===== config.mk =====
export PLATFORM = sky130hd
export DESIGN_NAME = cs_queue
export DESIGN_NICKNAME = d
export VERILOG_FILES = /design/src/cs_pkg.sv /design/src/cs_queue.sv
export SDC_FILE = /design/constraint.sdc
export NUM_CORES = 1
export LEC_CHECK = 0
export ABC_AREA = 1
export BUFFER_PORTS_ARGS = -buffer_cell sky130_fd_sc_hd__buf_2
export CORE_MARGIN = 10
export CORE_UTILIZATION = 45
export CTS_BUF_LIST = sky130_fd_sc_hd__clkbuf_16
export DETAILED_ROUTE_END_ITERATION = 7
export HOLD_SLACK_MARGIN = 0.12
export PLACE_DENSITY = 0.69
export SYNTH_ARGS = -nofsm -noshare
export SYNTH_HDL_FRONTEND = slang
export SYNTH_SLANG_ARGS = --single-unit

===== constraint.sdc =====
create_clock -name clk -period 10.9 [get_ports clk]
set_input_delay 0.545 -clock clk [delete_from_list [all_inputs] [get_ports clk]]
set_output_delay 0.545 -clock clk [all_outputs]
set_load 0.1 [all_outputs]

===== src/cs_pkg.sv =====
// Shared widths, types and constants for the cosine similarity match block.
package cs_pkg;

    localparam int ElemWidth  = 16;
    localparam int AccWidth   = 48;
    localparam int HalfWidth  = AccWidth / 2;
    localparam int WideWidth  = 128;
    localparam int SimWidth   = 16;
    localparam int QuotBits   = 16;
    localparam int PrdWidth   = 32;
    localparam int AddrWidth  = 3;
    localparam int RootScale  = 30;

    localparam int QUEUE_DEPTH = 2;

    localparam logic [AddrWidth-1:0] ADDR_THRESHOLD = 3'd0;
    localparam logic signed [SimWidth-1:0] THRESHOLD_RESET = 16'sd16384;

    typedef struct packed {
        logic signed [AccWidth-1:0] dot;
        logic [AccWidth-1:0]        ref_norm;
        logic [AccWidth-1:0]        qry_norm;
    } vec_sums_t;

    typedef struct packed {
        logic signed [SimWidth-1:0] similarity;
        logic                       matched;
        logic                       zero_norm;
    } sim_result_t;

endpackage


===== src/cs_queue.sv =====
// Short queue of finished vector sums between the front and back ends.
module cs_queue #(
    parameter int DEPTH = cs_pkg::QUEUE_DEPTH
) (
    input  logic              clk,
    input  logic              rst_n,
    input  logic              push,
    input  cs_pkg::vec_sums_t push_data,
    output logic              full,
    input  logic              pop,
    output logic              not_empty,
    output cs_pkg::vec_sums_t pop_data
);
    import cs_pkg::*;

    localparam int PtrWidth = (DEPTH > 1) ? $clog2(DEPTH) : 1;
    localparam int CntWidth = $clog2(DEPTH + 1);

    vec_sums_t             mem [DEPTH];
    logic [PtrWidth-1:0]   wr_ptr_reg;
    logic [PtrWidth-1:0]   rd_ptr_reg;
    logic [CntWidth-1:0]   count_reg;
    logic                  do_push;
    logic                  do_pop;

    assign full      = (count_reg == CntWidth'(DEPTH));
    assign not_empty = (count_reg != '0);
    assign do_push   = push && !full;
    assign do_pop    = pop && not_empty;
    assign pop_data  = mem[rd_ptr_reg];

    always_ff @(posedge clk)
    begin
        if (do_push)
        begin
            mem[wr_ptr_reg] <= push_data;
        end
    end

    always_ff @(posedge clk or negedge rst_n)
    begin
        if (!rst_n)
        begin
            wr_ptr_reg <= '0;
            rd_ptr_reg <= '0;
            count_reg  <= '0;
        end
        else
        begin
            if (do_push)
            begin
                wr_ptr_reg <= (wr_ptr_reg == PtrWidth'(DEPTH - 1)) ? '0 : wr_ptr_reg + 1'b1;
            end
            if (do_pop)
            begin
                rd_ptr_reg <= (rd_ptr_reg == PtrWidth'(DEPTH - 1)) ? '0 : rd_ptr_reg + 1'b1;
            end
            count_reg <= count_reg + CntWidth'(do_push) - CntWidth'(do_pop);
        end
    end

    assert property (@(posedge clk) disable iff (!rst_n)
        count_reg <= CntWidth'(DEPTH))
        else $error("Queue count exceeds its depth.");

    assert property (@(posedge clk) disable iff (!rst_n)
        (!not_empty && !push) |=> !not_empty)
        else $error("Queue filled without a push.");

    assert property (@(posedge clk) disable iff (!rst_n)
        (full && !pop) |=> full)
        else $error("Full queue drained without a pop.");

endmodule


==> flow_summary.yaml <==
setup_path:
  crit_fanout: 74
  cpMaxStageDelayCell: "dfrtp_4"
  worst-path-buf-inv: 3
  worst_path_most_repeated_cell: "nand2_1"
  worstPathRequired_ps: 10360
  path_cells: "inv_4 -> buf_4 -> nand2_1 -> nand2_1 -> buf_2"
  setup.worst_path.end_class: "output pin"
  cp-start-kind: "flop"
  worst_ep_arrival_time_ps: 3530
  path_delay_family: "buffers and inverters"
  max_stage_delay_ps: 740
  path_class: "flop to output pin"
floorplan:
  rows: 56
  fp.coreArea_um2: 23400
  die_w_um: 174
  dieArea_um2: 30200
  io_pins: 294
  die_h_um: 174
  start_util_pct: 45.6
yosys:
  netlist_instances: 784
  synth_area_um2: 10700
  synth_xor_area_share_pct: 0
  synth_fa_ha_area_share_pct: 0.235
  synth_compound_area_share_pct: 0
  ys_ff_latch: 292
  synth_warnings: 0
  yosys.area_share.simple_pct: 15.8
  syn_nets: 934
  synth_top_family_by_area: "simple AND/OR/NAND/NOR gates"
  ys_types: 11
  seq_area_frac_synth_pct: 82.1
  synth_area_per_cell_um2: 13.6
  yosys-mux-area-fraction_pct: 0
drt:
  drc: 0
  detail_route.wirelength_um: 24600
  dr.pass1.iters: 5
  vias_per_cell: 4.70
  drtIter0Drc: 412
  via_count: 6686
  wl_per_cell_um: 17.3
  detail-route-antenna-nets: 0
clock_tree:
  root_buffer: "clkbuf_16"
  ctsHtreeMaxLevel: 1
  cts.clk_slew.worst_paths_ps: 60
  post_cts_resized: 0
  tritoncts: "built"
  insertion_delay_ps: 530
  cts_buffers: 29
  cts_max_path_buffers: 3
  cts_sinks: 292
final_layout:
  area_growth_syn_to_layout_pct: 25.1
  utilization_pct: 57.0
  instances_no_fill: 1424
  mostFrequentLayoutCells: "nand2_1 (445), buf_2 (293), edfxtp_1 (288), clkbuf_16 (29), inv_1 (13)"
  drive_above_1_share_pct: 30.9
  largest_register_ffs: 288
  nets: 1233
  nFillCells: 1962
  layout_commonest_cell: "nand2_1"
sta:
  slew_viol_final: 0
  rsz0062_at_grt: "no"
  clock-skew-final_ps: 5.84
  fmax_mhz: 246
  tns_ps: 0
  setup_viol: 0
  period_share_pct: 37.4
  maxSlewHeadroom_pct: 38.0
  fin_crit_ps: 4070
  hold_viol: 0
  max_slew.worst_pin.slew_ps: 930
place:
  hpwlAfterDp_um: 16400
  dp_cells: 1370
  portBuffers: 293
  gp_congestion: 0.768
grt:
  grt_pass1_wl_um: 37800
  grtUsageTotal_pct: 15.6
  overflow: 0
  grt_max_degree: 83
  grt_pass1_vias: 6776
  antenna_found_initial: 3
hold_path:
  hold_path_class: "primary input to flop"
outcome:
  status: "finished clean"
job:
  drv_cap: 0
## path summary, 6_finish.rpt
kind                                 to  slack, ps  cells after the start           from
hold reg to reg              wr_ptr_reg        480                      2     wr_ptr_reg
max in group asynchronous    rd_ptr_reg      10380                      2          rst_n
setup reg to reg             mem[1][69]       7650                      5   count_reg[1]
min in group asynchronous    rd_ptr_reg        390                      2          rst_n
setup / recovery           pop_data[80]       6830                      5     rd_ptr_reg
hold / removal               mem[0][96]        200                      1  push_data[96]
## cell usage after synthesis (all sizes together)
cell type	number	share of area, %
nand2	445	16
edfxtp	288	81
ha	2	0.23
buf	22	1.2
clkbuf	9	0.32
inv	10	0.35
nand3	3	0.14
dfrtp	4	0.94
nor2	1	0.035
## through the flow
step / setup slack [ps] / instance area [µm²] / hold WS (ps)
after detailed placement: 7350 / 12400 / 357
after global placement: 7370 / 12400 / 356
after CTS: 6730 / 13300 / 170
final: 6830 / 13300 / 204
after global routing: 6540 / 13300 / 174
after floorplan: 3640 / 10700 / 249
## final cells by class
cell class              count  area [µm²]  area share (%)
diodes                      1        2.50          0.0188
clock buffers              29         726            5.44
clock inverters            23         180            1.35
inverters                  10        45.0           0.338
multi-input cells         451        1720            12.9
flip-flops and latches    292        8750            65.6
well taps                 319         399            2.99
repair buffers            299        1510            11.3
## cell families after synthesis
logic type / Yosys count
and+or+nand+nor: 449
DFF: 292
buffers and inverters: 41
adders and majority gates: 2
## repair_timing
| action | CTS | global route |
|---|---|---|
| hold buffers | 1 | 0 |
| hold endpoints to repair | 4 | 0 |
| buffers inserted | 0 | 0 |
## metal layers
layer	track usage, %	vias to the layer above	share of wire (%)
li1	-	3250	-
met1	19.8	3105	42
met2	24.5	272	46
met3	5.89	55	10
met4	4.56	4	2.5
met5	0	-	0.085
Power is not shown: default switching activity piles up to over one toggle a cycle in this logic, so the estimate is an artifact.
