--- config.mk ---
export PLATFORM = sky130hd
export DESIGN_NAME = cs_front
export DESIGN_NICKNAME = d
export VERILOG_FILES = /design/src/cs_pkg.sv /design/src/cs_front.sv
export SDC_FILE = /design/constraint.sdc
export NUM_CORES = 2
export LEC_CHECK = 0
export ABC_AREA = 1
export BUFFER_PORTS_ARGS = -buffer_cell sky130_fd_sc_hd__buf_2
export CAP_MARGIN = 40
export CORE_MARGIN = 3
export CORE_UTILIZATION = 25
export DETAILED_ROUTE_END_ITERATION = 6
export PLACE_DENSITY = 0.4
export SYNTH_ARGS = -nofsm -noshare
export SYNTH_HDL_FRONTEND = slang
export SYNTH_SLANG_ARGS = --single-unit
--- constraint.sdc ---
create_clock -name clk -period 8.3 [get_ports clk]
set_clock_uncertainty 0.2 [all_clocks]
set_input_delay 0.83 -clock clk [delete_from_list [all_inputs] [get_ports clk]]
set_output_delay 0.83 -clock clk [all_outputs]
set_load 0.05 [all_outputs]
--- src/cs_pkg.sv ---
// Shared widths, types and constants for the cosine similarity match block.
package cs_pkg;

    localparam int ElemWidth  = 16;
    localparam int AccWidth   = 48;
    localparam int HalfWidth  = AccWidth / 2;
    localparam int WideWidth  = 128;
    localparam int SimWidth   = 16;
    localparam int QuotBits   = 16;
    localparam int PrdWidth   = 32;
    localparam int AddrWidth  = 3;
    localparam int RootScale  = 30;

    localparam int QUEUE_DEPTH = 2;

    localparam logic [AddrWidth-1:0] ADDR_THRESHOLD = 3'd0;
    localparam logic signed [SimWidth-1:0] THRESHOLD_RESET = 16'sd16384;

    typedef struct packed {
        logic signed [AccWidth-1:0] dot;
        logic [AccWidth-1:0]        ref_norm;
        logic [AccWidth-1:0]        qry_norm;
    } vec_sums_t;

    typedef struct packed {
        logic signed [SimWidth-1:0] similarity;
        logic                       matched;
        logic                       zero_norm;
    } sim_result_t;

endpackage

--- src/cs_front.sv ---
// Front end: accumulates the dot product and both norms, hands finished sums on.
module cs_front (
    input  logic                               clk,
    input  logic                               rst_n,
    input  logic                               take,
    input  logic signed [cs_pkg::ElemWidth-1:0] lhs_value,
    input  logic signed [cs_pkg::ElemWidth-1:0] rhs_value,
    input  logic                               last,
    output logic                               sums_push,
    output cs_pkg::vec_sums_t                  sums
);
    import cs_pkg::*;

    logic signed [AccWidth-1:0] dot_reg, dot_next;
    logic [AccWidth-1:0]        ref_reg, ref_next;
    logic [AccWidth-1:0]        qry_reg, qry_next;
    logic signed [PrdWidth-1:0] prod_ab;
    logic [PrdWidth-1:0]        prod_aa;
    logic [PrdWidth-1:0]        prod_bb;
    logic signed [AccWidth:0]   dot_sum;
    logic [AccWidth:0]          ref_sum;
    logic [AccWidth:0]          qry_sum;

    always_comb
    begin
        prod_ab = lhs_value * rhs_value;
        prod_aa = PrdWidth'(lhs_value * lhs_value);
        prod_bb = PrdWidth'(rhs_value * rhs_value);
        dot_sum = {dot_reg[AccWidth-1], dot_reg} + (AccWidth+1)'(prod_ab);
        ref_sum = {1'b0, ref_reg} + (AccWidth+1)'(prod_aa);
        qry_sum = {1'b0, qry_reg} + (AccWidth+1)'(prod_bb);
        if (dot_sum[AccWidth] != dot_sum[AccWidth-1])
        begin
            dot_next = {dot_sum[AccWidth], {(AccWidth-1){~dot_sum[AccWidth]}}};
        end
        else
        begin
            dot_next = dot_sum[AccWidth-1:0];
        end
        ref_next = ref_sum[AccWidth] ? {AccWidth{1'b1}} : ref_sum[AccWidth-1:0];
        qry_next = qry_sum[AccWidth] ? {AccWidth{1'b1}} : qry_sum[AccWidth-1:0];
        sums.dot      = dot_next;
        sums.ref_norm = ref_next;
        sums.qry_norm = qry_next;
        sums_push     = take && last;
    end

    always_ff @(posedge clk or negedge rst_n)
    begin
        if (!rst_n)
        begin
            dot_reg <= '0;
            ref_reg <= '0;
            qry_reg <= '0;
        end
        else if (take)
        begin
            if (last)
            begin
                dot_reg <= '0;
                ref_reg <= '0;
                qry_reg <= '0;
            end
            else
            begin
                dot_reg <= dot_next;
                ref_reg <= ref_next;
                qry_reg <= qry_next;
            end
        end
    end

endmodule

==> summary.txt <==
Global routing
  • Met2 usage: 29.8%
  • First-pass GRT wire length: 246 mm
  • Largest net degree at the start of global routing: 61
  • Met3 GRT Util: between 1.5 and 2%
  • Vias in the first global route: between 40000 and 50000
  • Grt peak-use layer: met2
  • Initial antenna violation count: 6
  • Met1 usage: 22.6%
  • Total Routing Usage GR: 17.0%
  • Total grt overflow: 0

Status
  • Failing checks: negative setup slack
  • Outcome: complete, but fails checks

Setup path
  • CP Capture Type: output pin
  • Critical path's largest stage delay: 0.60 ns
  • Bufs and invs on worst path: 13
  • Family with the most delay on the worst path: adder cells
  • Startpoint Class: primary input
  • Crit-path slowest cell: fa_2
  • Critical Path AT: 7.60 ns
  • Crit path top cell by count: fa_1
  • Crit path required time: around 7.3 ns
  • WS Path Type: in2out
  • Largest fanout on the critical path: 6

Detailed routing
  • Antenna-violating nets left: 0
  • DRT Pass-1 Iters: 6
  • DR vias/cell: 4.25
  • Wire per inst: 16.2 um
  • Total number of vias: 40600
  • DRC: 0
  • Post-Route WL: between 150 and 200 mm
  • Initial DRC Count: 1718

Yosys
  • Top-area cell type share of the netlist area: between 30% and 40%
  • Top FF cell, synth: dfrtp_1
  • Top cells by area, synth: fa_1 38%, nand2_1 13%, inv_1 13%
  • Cells after synthesis: ~6000
  • Synth Net Count: slightly above 7000
  • Largest area contributor in the netlist: fa_1
  • Yosys reg bits: 144
  • Avg Cell Area, Syn: 7.50 sq um
  • Yosys cell types: 47
  • Yosys warns: 0
  • Mapped Area: 0.0448 sq mm
  • Post-synth EDFFs: 0
  • Sequential area share after synthesis: under 10%
  • Async SR Flop Fraction: between 90% and 100%

Final layout
  • Final nets: 8437
  • Design Area, Final: between 0.06 and 0.07 sq mm
  • Layout cells sized above 1: a little under a third
  • P&R area growth vs syn: 43.5%

Floorplan
  • Die width: 429 um
  • DIE AREA: between 0.15 and 0.2 sq mm
  • Chip height: roughly 430 um
  • Initial cell density of the core: 25.3%
  • Core footprint: 0.177 sq mm
  • Num rows: 154
  • Num ports: 181

Clocking
  • Clk_lat worst skew: 0.55 ns
  • Clock transition at the registers of the reported paths: 0.07 ns
  • CTS tree: built
  • CTS Buffer Depth: 2
  • H-tree depth: 4
  • Root buf cell: clkbuf_16
  • Clock sinks: roughly 140
  • Num CTS Buffers: 17

Place
  • RePlAce Congestion: 0.892
  • DP HPWL: 131 mm
  • Area after DPL: between 0.05 and 0.06 sq mm
  • Buffers on Ports: 180

Timing
  • Max Freq: 116 MHz
  • Worst hold slack: between 0.2 and 0.3 ns
  • Worst-margin pin slew: 0.805 ns
  • Worst slew margin relative to its limit: 46.3%
  • Max Slew Vio Count: 0
  • Final WS setup: -0.334 ns
  • Final period utilization: 104%
  • Final setup fails: 99
  • RSZ-0062 raised after global routing: true
  • Hold Vio Cnt, Final: 0
  • Minimum clock period: 8.63 ns

Min path
  • Min-delay worst type: reg2reg

Job
  • Max_cap viols: 0
==> synth_stat cells (12+ instances only) <==
master and instances:
nor2_1 338, inv_1 1521, nor3_1 31, nand2_2 37, o21bai_1 22, or2_2 30, o21ai_0 154, a21o_1 20
fa_1 841, nand2_1 1589, ha_1 373, a21oi_1 202, xor2_1 104, nor4_1 12, clkbuf_1 134, nand4_1 59
xnor2_1 61, dfrtp_1 144, nand3_1 199
==> per-layer routing <==
metal / wire, um / up-vias
li1: - / 20000
met5: 0 / -
met4: 2970 / 0
met2: 77100 / 505
met1: 70500 / 19900
met3: 3860 / 101
==> cells in the final DEF, fill, tap and decap left out, types with 9 or more instances in the layout <==
cell type,synthesis,routed
buf_2,8,19
fa_1,841,803
nand4_1,59,59
or2_2,30,22
a21oi_2,0,64
o21ai_1,6,32
ha_1,373,290
buf_12,0,59
nor3_1,31,17
o21bai_1,22,16
clkbuf_16,0,19
nor3_2,1,9
xor2_1,104,82
o21ai_2,2,23
dfrtp_1,144,144
buf_8,0,81
nand3_4,0,37
xnor2_1,61,59
nand2_2,37,170
nand2_4,0,49
xor2_2,0,16
fa_2,0,38
nand3_2,1,40
inv_2,4,102
buf_4,2,1065
nor2_4,1,66
ha_4,0,78
buf_16,0,10
a21oi_4,0,17
nor2_2,6,67
o21ai_0,154,100
nand2_1,1589,1401
inv_4,0,11
a21oi_1,202,121
nand3_1,199,123
nor2_1,338,212
a21o_1,20,20
inv_1,1521,1407
buf_6,8,112
==> worst reg2reg max path: cells and delay by family (launching register included) <==
family	cells	cell delay, ns
buffers and inverters	9	0.90
and+or+nand+nor	14	1.31
adders and majority gates	6	2.84
DFF	1	0.36
==> final cells by class <==
class | count | area, sq um
diodes | 4 | 10.0
clock buffers | 17 | 425
clock inverters | 15 | 144
fillers | 18700 | 113000
inverters | 1527 | 5790
multi-input cells | 4145 | 39300
flip-flops and latches | 144 | 3600
well taps | 2340 | 2930
repair buffers | 1352 | 12100
==> logic make-up (layout without fill, tap and decap cells) <==
family	after synthesis	count (layout)	share of synthesized area, %
adders and majority gates	1214	1214	48.0
buffers and inverters	1686	2911	14.3
xor gates and xnor gates	165	165	3.22
AOI/OAI and AO/OA	441	441	5.36
DFF	144	144	8.04
and+or+nand+nor	2325	2325	21.1
other	0	4	0
==> final timing paths <==
kind | slack [ns] | end | cells after the start | from
max | -0.33 | sums[17] | 33 | rhs_value[4]
min | 0.29 | dot_reg[42]$_DFFE_PN0P_ | 2 | dot_reg[42]$_DFFE_PN0P_
max reg2reg | 2.56 | dot_reg[18]$_DFFE_PN0P_ | 29 | dot_reg[15]$_DFFE_PN0P_
min reg2reg | 0.29 | dot_reg[42]$_DFFE_PN0P_ | 2 | dot_reg[42]$_DFFE_PN0P_
max in group asynchronous | 6.38 | dot_reg[42]$_DFFE_PN0P_ | 4 | rst_n
min in group asynchronous | 0.58 | ref_reg[3]$_DFFE_PN0P_ | 2 | rst_n
==> stage by stage <==
stage / setup WS [ns] / util (%) / std cells / setup TNS, ns
2_1_floorplan: -0.0123 / - / 5975 / -0.0213
3_3_place_gp: -1.20 / 32.0 / 9354 / -125.00
3_5_place_dp: -1.17 / 32.1 / 9357 / -128.08
4_1_cts: -0.537 / 34.8 / 9490 / -35.98
5_1_grt: -0.637 / 36.3 / 9544 / -59.35
6_report: -0.334 / 36.3 / 9544 / -22.29
==> what timing repair did <==
item                       in CTS  in global routing
cloned                          7                  2
hold buffers                    1                  0
setup endpoints to repair     144                143
buffers inserted               95                 59
hold endpoints to repair       31                  0
resized for setup             902                582
pin swaps                     243                256
Power is left out: the tool's default activity adds up to more than one toggle a clock period on the data nets, which glitch-free logic cannot reach.
