### config.mk
export PLATFORM = sky130hd
export DESIGN_NAME = cs_back
export DESIGN_NICKNAME = d
export VERILOG_FILES = /design/src/cs_pkg.sv /design/src/cs_back.sv
export SDC_FILE = /design/constraint.sdc
export NUM_CORES = 2
export LEC_CHECK = 0
export BUFFER_PORTS_ARGS = -buffer_cell sky130_fd_sc_hd__buf_4
export CAP_MARGIN = 20
export CORE_ASPECT_RATIO = 1.5
export CORE_MARGIN = 2
export CORE_UTILIZATION = 41
export CTS_BUF_LIST = sky130_fd_sc_hd__clkbuf_16
export DETAILED_ROUTE_END_ITERATION = 16
export MAX_ROUTING_LAYER = met4
export SYNTH_ARGS = -nofsm -noshare
export SYNTH_HDL_FRONTEND = slang
export SYNTH_SLANG_ARGS = --single-unit
### constraint.sdc
create_clock -name clk -period 15.9 [get_ports clk]
set_clock_uncertainty 0.1 [all_clocks]
set_input_delay 1.59 -clock clk [delete_from_list [all_inputs] [get_ports clk]]
set_output_delay 1.59 -clock clk [all_outputs]
set_load 0.01 [all_outputs]
### src/cs_pkg.sv
// Shared widths, types and constants for the cosine similarity match block.
package cs_pkg;

    localparam int ElemWidth  = 16;
    localparam int AccWidth   = 48;
    localparam int HalfWidth  = AccWidth / 2;
    localparam int WideWidth  = 128;
    localparam int SimWidth   = 16;
    localparam int QuotBits   = 16;
    localparam int PrdWidth   = 32;
    localparam int AddrWidth  = 3;
    localparam int RootScale  = 30;

    localparam int QUEUE_DEPTH = 2;

    localparam logic [AddrWidth-1:0] ADDR_THRESHOLD = 3'd0;
    localparam logic signed [SimWidth-1:0] THRESHOLD_RESET = 16'sd16384;

    typedef struct packed {
        logic signed [AccWidth-1:0] dot;
        logic [AccWidth-1:0]        ref_norm;
        logic [AccWidth-1:0]        qry_norm;
    } vec_sums_t;

    typedef struct packed {
        logic signed [SimWidth-1:0] similarity;
        logic                       matched;
        logic                       zero_norm;
    } sim_result_t;

endpackage

### src/cs_back.sv
// Back end: multiplies out the norm product and squared dot, finds the quotient bit by bit.
module cs_back (
    input  logic                              clk,
    input  logic                              rst_n,
    input  logic                              sums_ready,
    input  cs_pkg::vec_sums_t                 sums,
    output logic                              sums_pop,
    input  logic signed [cs_pkg::SimWidth-1:0] threshold,
    output logic                              res_valid,
    output cs_pkg::sim_result_t               res,
    input  logic                              res_pop
);
    import cs_pkg::*;

    typedef enum logic [3:0] {
        ST_IDLE = 4'b0001,
        ST_MUL  = 4'b0010,
        ST_ITER = 4'b0100,
        ST_OUT  = 4'b1000
    } back_state_t;

    back_state_t              state_reg;
    logic [3:0]               cnt_reg;
    logic [3:0]               bit_reg;
    logic [AccWidth-1:0]      na_reg;
    logic [AccWidth-1:0]      nb_reg;
    logic [AccWidth-1:0]      mag_reg;
    logic                     neg_reg;
    logic [2*HalfWidth-1:0]   pp_reg;
    logic [WideWidth-1:0]     p_reg;
    logic [WideWidth-1:0]     r_reg;
    logic [WideWidth-1:0]     s_reg;
    logic [WideWidth-1:0]     u_reg;
    logic [WideWidth-1:0]     v_reg;
    logic [QuotBits-1:0]      q_reg;
    logic                     res_valid_reg;
    sim_result_t              res_reg;

    logic [AccWidth-1:0]      op_x;
    logic [AccWidth-1:0]      op_y;
    logic [HalfWidth-1:0]     half_x;
    logic [HalfWidth-1:0]     half_y;
    logic [3:0]               prev_cnt;
    logic [WideWidth-1:0]     pp_shifted;
    logic [WideWidth-1:0]     cand;
    logic                     allowed;
    logic                     zero_norm;
    logic signed [SimWidth:0] sim_wide;

    always_comb
    begin
        op_x     = cnt_reg[2] ? mag_reg : na_reg;
        op_y     = cnt_reg[2] ? mag_reg : nb_reg;
        half_x   = cnt_reg[0] ? op_x[AccWidth-1:HalfWidth] : op_x[HalfWidth-1:0];
        half_y   = cnt_reg[1] ? op_y[AccWidth-1:HalfWidth] : op_y[HalfWidth-1:0];
        prev_cnt = cnt_reg - 4'd1;
        case (prev_cnt[1:0])
            2'd0:    pp_shifted = WideWidth'(pp_reg);
            2'd3:    pp_shifted = WideWidth'(pp_reg) << (2 * HalfWidth);
            default: pp_shifted = WideWidth'(pp_reg) << HalfWidth;
        endcase
        cand    = s_reg + u_reg + v_reg;
        allowed = (bit_reg == 4'd15) ? neg_reg : !q_reg[QuotBits-1];
        zero_norm = (na_reg == '0) || (nb_reg == '0);
        if (zero_norm)
        begin
            sim_wide = '0;
        end
        else if (neg_reg)
        begin
            sim_wide = -$signed({1'b0, q_reg});
        end
        else
        begin
            sim_wide = $signed({1'b0, q_reg});
        end
    end

    assign sums_pop  = (state_reg == ST_IDLE) && sums_ready;
    assign res_valid = res_valid_reg;
    assign res       = res_reg;

    always_ff @(posedge clk)
    begin
        pp_reg <= half_x * half_y;
        case (state_reg)
            ST_IDLE:
            begin
                na_reg  <= sums.ref_norm;
                nb_reg  <= sums.qry_norm;
                neg_reg <= sums.dot[AccWidth-1];
                mag_reg <= sums.dot[AccWidth-1] ? AccWidth'(-sums.dot) : sums.dot;
                p_reg   <= '0;
                r_reg   <= '0;
            end
            ST_MUL:
            begin
                if (cnt_reg != 4'd0)
                begin
                    if (prev_cnt[2])
                    begin
                        r_reg <= r_reg + (pp_shifted << RootScale);
                    end
                    else
                    begin
                        p_reg <= p_reg + pp_shifted;
                    end
                end
                s_reg <= '0;
                u_reg <= '0;
                v_reg <= p_reg << RootScale;
                if (cnt_reg == 4'd5)
                begin
                    v_reg <= (p_reg + pp_shifted) << RootScale;
                end
                q_reg <= '0;
            end
            ST_ITER:
            begin
                v_reg <= v_reg >> 2;
                if (allowed && (cand <= r_reg))
                begin
                    s_reg <= cand;
                    u_reg <= (u_reg >> 1) + v_reg;
                    q_reg <= q_reg | (QuotBits'(1) << bit_reg);
                end
                else
                begin
                    u_reg <= u_reg >> 1;
                end
            end
            ST_OUT:
            begin
                if (!res_valid_reg || res_pop)
                begin
                    res_reg.similarity <= sim_wide[SimWidth-1:0];
                    res_reg.matched    <= ($signed(sim_wide[SimWidth-1:0]) >= threshold);
                    res_reg.zero_norm  <= zero_norm;
                end
            end
            default:
            begin
            end
        endcase
    end

    always_ff @(posedge clk or negedge rst_n)
    begin
        if (!rst_n)
        begin
            state_reg     <= ST_IDLE;
            cnt_reg       <= '0;
            bit_reg       <= '0;
            res_valid_reg <= 1'b0;
        end
        else
        begin
            if (res_valid_reg && res_pop)
            begin
                res_valid_reg <= 1'b0;
            end
            case (state_reg)
                ST_IDLE:
                begin
                    cnt_reg <= '0;
                    if (sums_ready)
                    begin
                        state_reg <= ST_MUL;
                    end
                end
                ST_MUL:
                begin
                    cnt_reg <= cnt_reg + 4'd1;
                    if (cnt_reg == 4'd8)
                    begin
                        bit_reg   <= 4'd15;
                        state_reg <= ST_ITER;
                    end
                end
                ST_ITER:
                begin
                    bit_reg <= bit_reg - 4'd1;
                    if (bit_reg == 4'd0)
                    begin
                        state_reg <= ST_OUT;
                    end
                end
                ST_OUT:
                begin
                    if (!res_valid_reg || res_pop)
                    begin
                        res_valid_reg <= 1'b1;
                        state_reg     <= ST_IDLE;
                    end
                end
                default:
                begin
                    state_reg <= ST_IDLE;
                end
            endcase
        end
    end

    assert property (@(posedge clk) disable iff (!rst_n)
        (state_reg == ST_ITER) |-> (s_reg <= r_reg))
        else $error("Accepted square exceeds the scaled squared dot product.");

    assert property (@(posedge clk) disable iff (!rst_n)
        (state_reg == ST_ITER && !neg_reg) |-> !q_reg[QuotBits-1])
        else $error("Positive quotient exceeds its cap.");

    assert property (@(posedge clk) disable iff (!rst_n)
        (res_valid_reg && res_reg.zero_norm) |-> (res_reg.similarity == '0))
        else $error("Zero-norm result carries a nonzero similarity.");

endmodule

==> summary.md <==
| Metric | Value |
|---|---|
| Outcome | `complete, no violations` |
| Post-layout utilization of the core | `44.9%` |
| Post-Syn Instances | `9,453` |
| Syn. warnings | `0` |
| CP Class | `reg -> reg` |
| CTS Hold Buffers Added | `0` |
| Area contributors post-synth | `sky130_fd_sc_hd__edfxtp_1 (27%), sky130_fd_sc_hd__fa_1 (14%), sky130_fd_sc_hd__ha_1 (11%)` |
| Portion of the post-synthesis area used by sequential elements | `28.3%` |
| Worst Hold Class | `reg -> reg` |
| Endpoint type of the worst setup path | `register` |
| Final worst setup slack | `4.71 ns` |
| Number of primary I/O pins | `184` |
| Largest stage delay, worst path | `0.92 ns` |
| Reg-to-reg critical path endpoint | `s_reg[91]` |
| Total Die Area | `0.211 mm²` |
| Placed Instances | `12.0k` |
| First-pass GRT wire length | `442,000 µm` |
| Kind of launch point of the worst setup path | `register` |
| Post-synth top area cell | `sky130_fd_sc_hd__edfxtp_1` |
| Number of different library cells in the post-synthesis netlist | `89` |
| Horiz. Die Dim | `376 µm` |
| Row count | `204` |
| Worst slew margin relative to its limit | `17.9%` |
| Number of antenna violations at the first check in global routing | `6` |
| Total Wirelength | `294,000 µm` |
| Starting DRT DRC Count | `5,225` |
| Standard cell core area | `0.206 mm²` |
| Actual slew at the worst max-slew pin | `1.22 ns` |
| Fin crit period | `11.19 ns` |
| Critical path required time | `16.18 ns` |
| Die height | `562 µm` |
| Final #Nets | `10.9k` |
| Library cell with the highest instance count after synthesis | `sky130_fd_sc_hd__nor2_1` |
| Routed vias/inst | `5.76` |
| Number of vias in the routed layout | `70.1k` |
| Number of global-route vias before repair | `72.7k` |
| Worst-path clk slew | `0.06 ns` |
| Clock insertion delay at the later pin of the skew report | `0.75 ns` |
| Final critical-path share of the clock period | `70.4%` |
| Share of final-layout standard cells stronger than drive strength 1 | `6.22%` |
| Launch point of the worst path | `u_reg[4]` |
| Final Max Slew Viols | `0` |
| Number of nets with antenna violations after routing | `0` |
| Clk Tree Root Cell | `sky130_fd_sc_hd__clkbuf_16` |
| Number of hold violations in the final report | `0` |
| Number of register bits inferred by synthesis | `820` |
| Final setup violation count | `0` |
| Combined area of the multi-input logic cells | `0.0564 mm²` |
| Register area | `0.0241 mm²` |
| HPWL Detailed | `240,000 µm` |
| Final routed DRC violation total | `0` |
| Pre-CTS setup slack | `4.80 ns` |
| Layout Area Growth over Synthesis | `8.63%` |
| Syn_area_per_cell | `9.01 µm²` |
| Number of synthesized flops with an enable pin | `759` |
| Number of port buffers | `183` |
| Wirelength per Cell | `24.2 µm` |
| Clock tree from TritonCTS | `yes` |
| Maximum number of pins on one net before global-route repair | `122` |
| Synthesized Nets | `11.0k` |
| CTS-repair resized insts | `0` |
| Final TNS setup | `0 ns` |
| Clk sink count | `820` |
| Number of max-cap violations | `0` |
| Max Buffers Root-to-Sink | `3` |
| Maximum net fanout on the critical path | `58` |
| Post-Synthesis Cell Area | `0.0852 mm²` |
| Overall track demand over capacity in global routing | `28.3%` |
| WP data arrival | `11.47 ns` |
| Ys flop type | `sky130_fd_sc_hd__edfxtp_1` |
| Most common library cells after synthesis | `sky130_fd_sc_hd__nor2_1 (1,018), sky130_fd_sc_hd__nand2_1 (939), sky130_fd_sc_hd__inv_1 (826)` |
| FFs w/ async S/R, synth | `1.59%` |
| Area fraction of the dominant cell type after synthesis | `26.8%` |
| Reg-to-reg critical path startpoint | `u_reg[4]` |
| R2R depth | `31` |
| Cell with the largest stage delay on the worst path | `sky130_fd_sc_hd__o31ai_1` |
| Setup repair bufs after CTS | `0` |
| Initial core utilization | `41.3%` |
| Grt total ovfl | `0` |
| Detailed-router iteration count before antenna repair | `5` |
| Placer Congestion | `1.01` |
| CP Capture Point | `s_reg[91]` |
| TritonCTS Buffers | `97` |
| Clock H-tree levels | `3` |
| FMAX | `89.3 MHz` |
| Filler cell count in the final layout | `20.1k` |
| Final non-filler cell total | `12.2k` |
| FF-to-FF setup slack | `4.71 ns` |
| RSZ-0062 raised after global routing | `no` |
[how the worst min path moves through the flow]
stage	startpoint	endpoint	slack, ns	cells after the start
finish	state_reg[0]	state_reg[0]	0.45	2
global placement	state_reg[0]	state_reg[0]	0.44	2
floorplan	cnt_reg[3]	cnt_reg[3]	0.39	1
detailed placement	state_reg[0]	state_reg[0]	0.45	2
global route	state_reg[0]	state_reg[0]	0.50	2
CTS	state_reg[0]	state_reg[0]	0.46	2
[worst max-delay path: cells and delay by family, from the launching register on]
family,cells,cell delay (ns)
AOI/OAI and AO/OA,10,4.01
and+or+nand+nor,13,3.70
buffers and inverters,4,1.21
adders and majority gates,3,1.16
DFF,1,0.43
xor gates and xnor gates,1,0.15
[cells by family after synthesis]
kind of cell	Yosys count	synth area share (%)
xor gates and xnor gates	530	5.45
buffers and inverters	1270	5.65
adders and majority gates	1359	25.4
muxes	196	2.49
DFF	820	28.3
AOI/OAI and AO/OA	2306	16.8
and+or+nand+nor	2972	16.0
[stage by stage]
stage	hold WS [ns]	instance area, µm²
3_3_place_gp	0.439	89200
4_1_cts	0.462	92500
3_5_place_dp	0.447	89200
5_1_grt	0.496	92500
2_1_floorplan	0.393	85200
6_report	0.454	92500
[cells in the final DEF (no fill, tap or decap), drive strengths merged, types with 63 or more instances in the layout]
cell type and count:
a21o 340, inv 858, nor3 112, nor2b 63, nand2b 77, clkbuf 99
o21ai 537, nand2 939, and2 216, o21a 91, xnor2 338, nor2 1018
fa 613, nand3 109, ha 746, o21bai 120, edfxtp 759, nand4 178
a21oi 744, a31oi 89, mux2i 144, and3 83, xor2 192, buf 295
[area by class of cell]
type                            instances  area share (%)
Antenna cell                            5          0.0135
Clock buffer                           99            2.68
Clock inverter                         83           0.890
Inverter                              827            3.36
Multi-Input combinational cell       7363            61.0
Sequential cell                       820            26.0
Tap cell                             2678            3.62
Timing Repair Buffer                  295            2.42
[metal layers]
metal	track usage [%]	vias up	wire, µm
met5	-	-	0
met4	16.8	0	20900
met3	3.07	752	13800
met2	50.1	2144	150000
met1	30.5	34259	110000
li1	-	32910	-
Power is not shown: default switching activity piles up to over one toggle a cycle in this logic, so the estimate is an artifact.
